[src/ordered_double_hash_table_defines.svh]
// Assertion helpers for the hash table sequencer
`ifndef ORDERED_DOUBLE_HASH_TABLE_DEFINES_SVH
`define ORDERED_DOUBLE_HASH_TABLE_DEFINES_SVH

// same-cycle implication
`define ODHT_ASSERT_IMP(lbl, ante, cons, msg) \
  lbl: assert property (@(posedge clk_i) disable iff (!rst_ni) (ante) |-> (cons)) \
    else $error(msg);

// next-cycle implication
`define ODHT_ASSERT_NXT(lbl, ante, cons, msg) \
  lbl: assert property (@(posedge clk_i) disable iff (!rst_ni) (ante) |=> (cons)) \
    else $error(msg);

`endif

[src/odht_pkg.sv]
`default_nettype none

package odht_pkg;

  localparam int unsigned KeyW     = 32;
  localparam int unsigned HashW    = 31;
  localparam int unsigned DataW    = 32;
  localparam int unsigned SizeW    = 10;
  localparam int unsigned CountW   = 10;
  localparam int unsigned DefDepth = 512;

  localparam logic [SizeW-1:0] SizeReset = 10'd509;
  localparam logic [SizeW-1:0] SizeMin   = 10'd3;

  typedef enum logic {
    OP_INSERT = 1'b0,
    OP_LOOKUP = 1'b1
  } op_e;

  typedef enum logic [2:0] {
    ST_INSERTED  = 3'd0,
    ST_REPLACED  = 3'd1,
    ST_FOUND     = 3'd2,
    ST_NOT_FOUND = 3'd3,
    ST_FULL      = 3'd4
  } status_e;

  typedef enum logic [2:0] {
    S_CLEAR,
    S_IDLE,
    S_DIV,
    S_READ,
    S_CMP,
    S_FIN
  } state_e;

  typedef struct packed {
    op_e              opcode;
    logic [KeyW-1:0]  key_value;
    logic [HashW-1:0] hash_value;
    logic [DataW-1:0] entry_data;
  } req_t;

  typedef struct packed {
    status_e           status;
    logic [DataW-1:0]  found_data;
    logic [CountW-1:0] entry_count;
  } rsp_t;

  typedef struct packed {
    logic             valid;
    logic [KeyW-1:0]  key;
    logic [HashW-1:0] hash;
    logic [DataW-1:0] data;
  } slot_t;

endpackage

`default_nettype wire

[src/odht_div.sv]
`default_nettype none

// two restoring remainder lanes sharing one dividend, one bit per cycle
module odht_div (
  input  wire logic                         clk_i,
  input  wire logic                         rst_ni,
  input  wire logic                         start_i,
  input  wire logic [odht_pkg::HashW-1:0]   dividend_i,
  input  wire logic [odht_pkg::SizeW-1:0]   divisor_a_i,
  input  wire logic [odht_pkg::SizeW-1:0]   divisor_b_i,
  output logic                              done_o,
  output logic [odht_pkg::SizeW-1:0]        rem_a_o,
  output logic [odht_pkg::SizeW-1:0]        rem_b_o
);

  localparam int unsigned CntW = $clog2(odht_pkg::HashW);

  logic                         busy_q, busy_d;
  logic                         done_q, done_d;
  logic [CntW-1:0]              cnt_q, cnt_d;
  logic [odht_pkg::HashW-1:0]   dvd_q, dvd_d;
  logic [odht_pkg::SizeW-1:0]   ra_q, ra_d, rb_q, rb_d;

  function automatic logic [odht_pkg::SizeW-1:0] rem_step(
    input logic [odht_pkg::SizeW-1:0] r,
    input logic                       b,
    input logic [odht_pkg::SizeW-1:0] d
  );
    logic [odht_pkg::SizeW:0] t;
    t = {r, b};
    if (t >= {1'b0, d}) begin
      t = t - {1'b0, d};
    end
    return t[odht_pkg::SizeW-1:0];
  endfunction

  always_comb begin
    busy_d = busy_q;
    done_d = 1'b0;
    cnt_d  = cnt_q;
    dvd_d  = dvd_q;
    ra_d   = ra_q;
    rb_d   = rb_q;
    if (start_i) begin
      busy_d = 1'b1;
      cnt_d  = CntW'(odht_pkg::HashW - 1);
      dvd_d  = dividend_i;
      ra_d   = '0;
      rb_d   = '0;
    end else if (busy_q) begin
      ra_d  = rem_step(ra_q, dvd_q[odht_pkg::HashW-1], divisor_a_i);
      rb_d  = rem_step(rb_q, dvd_q[odht_pkg::HashW-1], divisor_b_i);
      dvd_d = {dvd_q[odht_pkg::HashW-2:0], 1'b0};
      if (cnt_q == '0) begin
        busy_d = 1'b0;
        done_d = 1'b1;
      end else begin
        cnt_d = cnt_q - 1'b1;
      end
    end
  end

  always_ff @(posedge clk_i or negedge rst_ni) begin
    if (!rst_ni) begin
      busy_q <= 1'b0;
      done_q <= 1'b0;
      cnt_q  <= '0;
    end else begin
      busy_q <= busy_d;
      done_q <= done_d;
      cnt_q  <= cnt_d;
    end
  end

  always_ff @(posedge clk_i) begin
    dvd_q <= dvd_d;
    ra_q  <= ra_d;
    rb_q  <= rb_d;
  end

  assign done_o  = done_q;
  assign rem_a_o = ra_q;
  assign rem_b_o = rb_q;

endmodule

`default_nettype wire

[config.mk]
export PLATFORM = sky130hd
export DESIGN_NAME = odht_div
export DESIGN_NICKNAME = d
export VERILOG_FILES = /design/src/ordered_double_hash_table_defines.svh /design/src/odht_pkg.sv /design/src/odht_div.sv
export SDC_FILE = /design/constraint.sdc
export NUM_CORES = 1
export LEC_CHECK = 0
export BUFFER_PORTS_ARGS = -buffer_cell sky130_fd_sc_hd__buf_2
export CORE_MARGIN = 1.5
export CORE_UTILIZATION = 50
export DETAILED_ROUTE_END_ITERATION = 7
export MAX_ROUTING_LAYER = met4
export PLACE_DENSITY = 0.74
export SYNTH_ARGS = -nofsm -noshare
export SYNTH_HDL_FRONTEND = slang
export SYNTH_SLANG_ARGS = --single-unit
[constraint.sdc]
create_clock -name clk_i -period 2.3 [get_ports clk_i]
set_input_delay 0.115 -clock clk_i [delete_from_list [all_inputs] [get_ports clk_i]]
set_output_delay 0.115 -clock clk_i [all_outputs]
set_load 0.05 [all_outputs]
Word-level counts from Yosys, hierarchy flattened

Cells that the tools add are included.

Output and inout port bits: 21
Register bits after elaboration: 58
Logic and storage cells: 28
Input port bits: 54

Equal/unequal tests: 1
Reductions and logical operators: 3
$add $sub $neg: 3
Order comparisons: 2
Muxes and demuxes: 13

Operators with widths:

| kind                                                                | number |
|---|---|
| 31-bit two-way mux                                                  | 2 |
| 11-bit by 10-bit greater-or-equal comparator with 1-bit output      | 2 |
| 10-bit two-way mux                                                  | 2 |
| 10-bit subtractor                                                   | 2 |
| 5-bit two-way mux                                                   | 3 |
| 1-bit two-way mux                                                   | 6 |
| 5-bit logical NOT                                                   | 1 |
| 5-bit by 1-bit subtractor with 5-bit output (second input constant) | 1 |
| 2-bit inequality test (second input constant)                       | 1 |
| 2-bit AND reduction                                                 | 1 |
| 2-bit nonzero test                                                  | 1 |

Logic depth before layout (Yosys ltp)

Gate-level depths: netlist of run 1.

Word-level depth: 4
Depth in mapped cells: 10
Gate-level depth less buffers: 10

Worst setup path before layout of run 1

No wires, ideal clock.

Path type: register -> register
Start: register ra_q (netlist bit rem_a_o[5])
End: register ra_q (netlist bit rem_a_o[1])
Data required time: 2.164 ns
Data arrival time: 2.437 ns
Buffers on the path: 2
Clock period less this slack: 2.573 ns
Cell stages (with the launch flop): 10
Path slack: -0.273 ns
Setup time: 0.136 ns
Path through: dfxtp_1 ha_1 buf_6 nand4_1 nor3_1 a2111o_1 a211oi_4 buf_6 mux2i_1 a211oi_2

Cells in the longest elaborated chain, start to end: 2

RTL lines:

| element                                                        | RTL line       | source |
|---|---|---|
| start, declared                                                | odht_div.sv:22 | `logic [odht_pkg::SizeW-1:0] ra_q, ra_d, rb_q, rb_d;` |
| start signal, assigned                                         | odht_div.sv:77 | `ra_q <= ra_d;` |
| 11-bit by 10-bit greater-or-equal comparator with 1-bit output | odht_div.sv:31 | `if (t >= {1'b0, d}) begin` |
| 10-bit two-way mux                                             | odht_div.sv:31 |  |

No other way between the ends.
A chain may end at the register's enable or synchronous reset.

Worst setup path in the final report of run 1

Start: register rb_q (netlist bit rem_b_o[3])
End: register rb_q (netlist bit rem_b_o[1])

Cells in the longest elaborated chain, start to end: 2

RTL lines:

| element                                                        | RTL line       | source |
|---|---|---|
| start, declared                                                | odht_div.sv:22 |  |
| start signal, assigned                                         | odht_div.sv:78 | `rb_q <= rb_d;` |
| 11-bit by 10-bit greater-or-equal comparator with 1-bit output | odht_div.sv:31 |  |
| 10-bit two-way mux                                             | odht_div.sv:31 |  |

No other way between the ends.

==> metrics.csv, run 1 <==
stage,metric,value,unit
global_routing,largest net degree at the start of global routing,41,
worst_hold_path,Min-Delay Path Class,in -> reg,
routing,residual DRC count,0,
floorplanning,Starting Density,51.46,%
critical_path,Critical R2R Launch,rem_b_o[3],
cts,clk slew on worst S/H paths,0.08,ns
routing,routed len/inst,14.97,µm
cts,CTS root buf,clkbuf_8,
timing,fin crit period,2.194,ns
floorplanning,die area,0.007463,mm²
finish,fill count,561,
critical_path,Crit Path Class,reg -> reg,
cts,Num CTS Buffers,9,
placement,Setup WS pre-CTS,-0.03736,ns
finish,multi-input logic area,0.001812,mm²
critical_path,Crit path largest cell delay,0.43,ns
synthesis,Post-synth ARST share,12.07,%
critical_path,reg2reg path depth,7,
timing,Fin. Hold Viols,0,
synthesis,post-synthesis sequential area ratio,43.32,%
run,max cap viols,0,
cts,clock buffer depth,2,
floorplanning,Die Ht,86.39,µm
critical_path,startpoint type of the worst setup path,flip-flop,
critical_path,Worst Path Required,2.56,ns
synthesis,Post-synth EDFFs,31,
routing,met2 WL post-DR,3510,µm
timing,final worst setup slack,0.1065,ns
critical_path,worst-path cell chain,"ha_1, and2_1, o41ai_2, a41oi_2, buf_4, mux2i_1, a211oi_1",
synthesis,Synth Net Count,410,
critical_path,Critical Path AT,2.45,ns
worst_hold_path,hold path endpoint,dvd_q[17],
power_and_ir_drop,pwr/cell area,1029,mW/mm²
floorplanning,Die Wd,86.39,µm
power_and_ir_drop,Leak,0.001929,µW
finish,layout cell share with drive strength beyond 1,38.14,%
synthesis,"Primary FF master, synth",edfxtp_1,
critical_path,family with the most delay on the worst path,compound AO/OA/AOI/OAI gates,
routing,met1 WL,3508,µm
critical_path,CP max-delay cell,o41ai_2,
timing,Setup TNS Final,0,ns
timing,hold slack final,0.06661,ns
finish,"commonest non-fill, non-tap cell in the layout",buf_2,
run_status,status,"finished, final reports clean",
finish,Ant. Diodes,0,
timing,Final period util,95.37,%
critical_path,crit path buf inv count,1,
synthesis,synthesized cell area,0.003477,mm²
synthesis,Netlist cell types,57,
timing,FMAX,455.9,MHz
worst_hold_path,worst hold path startpoint,dividend_i[17],
synthesis,Mapped Cells,332,
timing,"Setup violations, final",0,
placement,DP Area,0.004041,mm²
floorplanning,FP Rows,30,
placement,GP Congestion,0.8793,
floorplanning,IO Count,75,
worst_hold_path,Hold Path Depth,2,
global_routing,Congestion Overflow GR,0,
global_routing,global-route usage over all layers,22.10,%
timing,max-slew headroom at the worst pin,61.92,%
power_and_ir_drop,Design Power,4410,µW
critical_path,Crit Path Max Fanout,6,
global_routing,first-pass GRT wire length,12390,µm
critical_path,Critical R2R Capture,rem_b_o[1],
timing,Slew Limit Fails,0,
routing,Post-Route WL,7636,µm
cts,H-tree levels,3,
timing,clk_skew,0.01135,ns
finish,fin area,0.004287,mm²
cts,clock latency on the worst-skew pair,0.34,ns
finish,fin nets,503,
finish,Reg area,0.001534,mm²
routing,max layer used,met4,
timing,worst-margin pin slew,0.5691,ns
finish,"commonest non-fill, non-tap cells in the layout","buf_2 (74), edfxtp_1 (31), mux2_2 (30), inv_1 (28), nor2_1 (27)",
placement,Post-DP HPWL,5625,µm
routing,1st-iter DRT viols,129,
routing,wire length on met3,442,µm
timing,RSZ-0062 raised after global routing,false,
placement,input/output buffers,74,
global_routing,vias in the first global route,2704,
synthesis,Syn Area/Cell,10.47,µm²
critical_path,CP Capture Type,flip-flop,
routing,Vias per Instance,5.573,
finish,Layout area overhead,23.28,%
floorplanning,Core Region,0.006756,mm²
routing,Post-DRT Antenna Nets,0,
synthesis,synth warn,0,
synthesis,count of state elements after synthesis,58,
routing,via count,2842,
critical_path,flop-to-flop setup slack,0.11,ns
cts,CTS tree,done,
global_routing,antenna violations before repair,0,
power_and_ir_drop,Peak VDD IR,0.6444,mV
routing,DRT Pass-1 Iters,4,
cts,clock sinks,58,
[registers in the layout, summed over array words and instances (netlist names)]
register,flops
cnt_q,5
rem_a_o,10
done_o,1
dvd_q,31
rem_b_o,10
busy_q,1
[cells by family (layout without fill, tap and decap cells)]
group	Yosys count	after routing	share of synthesized area, %
adders and majority gates	24	24	9.068
xor gates and xnor gates	12	12	3.023
muxes	39	39	12.31
AOI/OAI and AO/OA	76	76	15.94
and+or+nand+nor	82	82	11.12
DFF	58	58	43.32
buffers and inverters	41	139	5.218
[per-stage QoR]
| stage | utilization (%) | std cells |
|---|---|---|
| 2_1_floorplan | - | 332 |
| 3_3_place_gp | 59.81 | 492 |
| 3_5_place_dp | 59.81 | 492 |
| 4_1_cts | 63.00 | 509 |
| 5_1_grt | 63.44 | 510 |
| 6_report | 63.44 | 510 |
[report_power, final]
group	switching, µW	leakage (µW)	internal, µW	total [µW]
registers	154	0.000573	1300	1460
logic	1180	0.00127	807	1990
clock network	457	0.0000881	504	962
[final cells by class]
class	instances	share of cell area, %
Inverter	28	2.452
Clock inverter	7	1.810
Tap cell	80	2.335
Timing Repair Buffer	95	12.46
Multi-Input combinational cell	233	42.27
Clock buffer	9	2.890
Sequential cell	58	35.79
[cells in the mapped netlist (all sizes together), types with 9 or more instances]
master | instances | area share, %
edfxtp | 31 | 27
mux2 | 30 | 9.7
inv | 28 | 3.0
nor2 | 27 | 2.9
ha | 22 | 7.9
nand2 | 21 | 2.3
dfxtp | 20 | 12
o21ai | 19 | 2.7
a21oi | 12 | 1.7
buf | 11 | 2.0
a211oi | 9 | 2.4
mux2i | 9 | 2.6
[timing repair]
action | CTS | global route
resized for setup | 1 | 5
setup buffers | 0 | 1
pin swaps | 0 | 3
hold buffers | 1 | 0
hold endpoints to repair | 7 | 0
endpoints found under the setup margin | 1 | 10
[layer usage]
layer  GRT usage, %  vias up
met5              -        -
met1          29.33     1315
met3          4.667       16
met2          32.39       98
li1               -     1413
met4          10.41        0
[worst max path at each step]
stage	from	to	slack [ns]	cells after the start
after global placement	dvd_q[30]	rem_b_o[6]	0.11	9
after floorplan	rem_a_o[6]	rem_a_o[1]	-0.01	8
final	rem_b_o[3]	rem_b_o[1]	0.11	7
after detailed placement	dvd_q[30]	rem_b_o[6]	-0.04	9
after global routing	dvd_q[30]	rem_b_o[6]	0.01	9
after CTS	rem_b_o[1]	rem_b_o[1]	0.01	8
(Power assumes the default switching activity.)
==> run 2: changes to the inputs <==
==> constraint.sdc (replaced) <==
create_clock -name clk_i -period 2.3 [get_ports clk_i]
set_input_delay 0.46 -clock clk_i [delete_from_list [all_inputs] [get_ports clk_i]]
set_output_delay 0.46 -clock clk_i [all_outputs]
set_load 0.05 [all_outputs]
==> run 2 against run 1 <==
Against the previous run:
- cell count up 3.9%
- count of clock-buffer cells in the layout rose by 6
- critical path type unchanged
- sequential share of layout area fell by 1.5 points
- worst hold slack gained 0.36 ns
- sequential cell count stayed put
- largest cell class unchanged
==> metrics.csv, run 2 (synthesis results as in run 1) <==
stage,metric,value,unit,change
run_status,status,"finished, final reports clean",,
cts,CTS root buf,clkbuf_8,,
finish,layout cell share with drive strength beyond 1,41.78,%,+3.6 points
routing,routed len/inst,14.78,µm,-1.3%
cts,clk slew on worst S/H paths,0.06,ns,-0.02 ns
critical_path,Critical Path AT,2.43,ns,-0.02 ns
placement,input/output buffers,74,,unchanged
critical_path,Crit Path Class,reg -> reg,,
timing,clk_skew,0.007743,ns,-0.003603 ns
timing,hold slack final,0.4296,ns,+0.3630 ns
worst_hold_path,Min-Delay Path Class,in -> reg,,
floorplanning,Die Ht,86.39,µm,unchanged
global_routing,global-route usage over all layers,22.83,%,+0.73 points
floorplanning,Die Wd,86.39,µm,unchanged
power_and_ir_drop,pwr/cell area,1004,mW/mm²,-2.4%
critical_path,CP Capture Type,flip-flop,,
routing,residual DRC count,0,,unchanged
placement,Setup WS pre-CTS,-0.1397,ns,-0.1024 ns
cts,clock sinks,58,,unchanged
critical_path,Worst Path Required,2.50,ns,-0.06 ns
timing,"Setup violations, final",0,,unchanged
floorplanning,Core Region,0.006756,mm²,unchanged
timing,FMAX,448.1,MHz,-1.7%
timing,Final period util,97.03,%,+1.7 points
timing,Slew Limit Fails,0,,unchanged
placement,GP Congestion,0.9241,,+5.1%
critical_path,startpoint type of the worst setup path,flip-flop,,
finish,"commonest non-fill, non-tap cell in the layout",buf_2,,
floorplanning,Starting Density,51.46,%,unchanged
critical_path,Crit Path Max Fanout,4,,-2
routing,Vias per Instance,5.457,,-2.1%
power_and_ir_drop,Peak VDD IR,0.4478,mV,-30%
placement,DP Area,0.004282,mm²,+5.9%
power_and_ir_drop,Leak,0.002015,µW,+4.4%
finish,Ant. Diodes,0,,unchanged
cts,post-CTS repair timing setup buffer count,0,,unchanged
timing,fin crit period,2.232,ns,+0.03807 ns
placement,Post-DP HPWL,5865,µm,+4.3%
finish,fin area,0.004498,mm²,+4.9%
timing,Fin. Hold Viols,0,,unchanged
global_routing,Congestion Overflow GR,0,,unchanged
routing,Post-DRT Antenna Nets,0,,unchanged
critical_path,worst-path cell chain,"inv_2, ha_4, nand4_1, nor3_2, a2111o_1, a211oi_4, buf_6, mux2i_2, a211oi_2",,
timing,final worst setup slack,0.06841,ns,-0.03807 ns
cts,Num CTS Buffers,9,,unchanged
cts,clock buffer depth,2,,unchanged
finish,Largest Register,dvd_q,,
cts,H-tree levels,3,,unchanged
floorplanning,FP Rows,30,,unchanged
run,max cap viols,0,,unchanged
finish,"commonest non-fill, non-tap cells in the layout","buf_2 (75), buf_4 (37), edfxtp_1 (31), mux2_2 (30), nor2_1 (27)",,
routing,Post-Route WL,7836,µm,+2.6%
timing,worst-margin pin slew,0.6155,ns,+0.04641 ns
finish,fin nets,523,,+4.0%
finish,Largest register FFs,31,,unchanged
global_routing,largest net degree at the start of global routing,32,,-22%
timing,Setup TNS Final,0,ns,unchanged
timing,RSZ-0062 raised after global routing,true,,
global_routing,antenna violations before repair,0,,unchanged
cts,CTS tree,done,,
global_routing,first-pass GRT wire length,12990,µm,+4.8%
routing,1st-iter DRT viols,119,,-7.8%
critical_path,Crit path largest cell delay,0.40,ns,-0.03 ns
floorplanning,IO Count,75,,unchanged
global_routing,vias in the first global route,2856,,+5.6%
timing,max-slew headroom at the worst pin,58.82,%,-3.1 points
routing,via count,2892,,+1.8%
finish,Layout area overhead,29.36,%,
cts,clock latency on the worst-skew pair,0.33,ns,about the same
routing,DRT Pass-1 Iters,4,,unchanged
critical_path,crit path buf inv count,2,,+1
critical_path,family with the most delay on the worst path,compound AO/OA/AOI/OAI gates,,
critical_path,CP max-delay cell,edfxtp_1,,
floorplanning,die area,0.007463,mm²,unchanged
## run 2: layout make-up
type	count	area, µm²
fill	558	2258
clock buffer	15	156.4
inverter	28	105.1
sequential	58	1544
clock inverter	1	3.754
tap	80	100.1
multi-input combinational	233	1903
timing repair buffer	115	685.7
## run 2: repair_timing
item | CTS | global route
hold buffers | 1 | 0
pin swaps | 1 | 10
endpoints found under the hold margin | 7 | 0
cloned | 0 | 1
resized for setup | 0 | 8
setup endpoints to repair | 3 | 11
## run 2: report_power, final
group | total [µW] | internal, µW | switching (µW)
combinational | 2240 | 982 | 1260
clock | 783 | 419 | 363
sequential | 1500 | 1310 | 182
## run 2: final timing paths
kind	cells past startpoint	slack, ns	to	from
worst min-delay path	2	0.43	dvd_q[0]	dividend_i[0]
min in group asynchronous	2	0.50	cnt_q[0]	rst_ni
worst min register to register	2	0.50	rem_b_o[2]	rem_b_o[2]
worst max register to register	9	0.07	rem_a_o[1]	dvd_q[30]
max in group asynchronous	2	1.64	cnt_q[1]	rst_ni
worst max-delay path	9	0.07	rem_a_o[1]	dvd_q[30]
## run 2: stage by stage
| step | total power (µW) | util [%] | instances |
|---|---|---|---|
| detailed placement | 3652 | 63.37 | 512 |
| global placement | 3617 | 63.37 | 512 |
| finish | 4515 | 66.57 | 530 |
| floorplan | 3024 | - | 332 |
| global route | 4806 | 66.57 | 530 |
| CTS | 4456 | 65.89 | 529 |
## run 2: per-layer routing
metal	global-route usage, %	vias to the layer above	share of wire, %
met1	29.57	1357	47
met5	-	-	0
met4	8.798	0	1.1
li1	-	1445	-
met3	5.333	12	5.8
met2	34.87	78	47
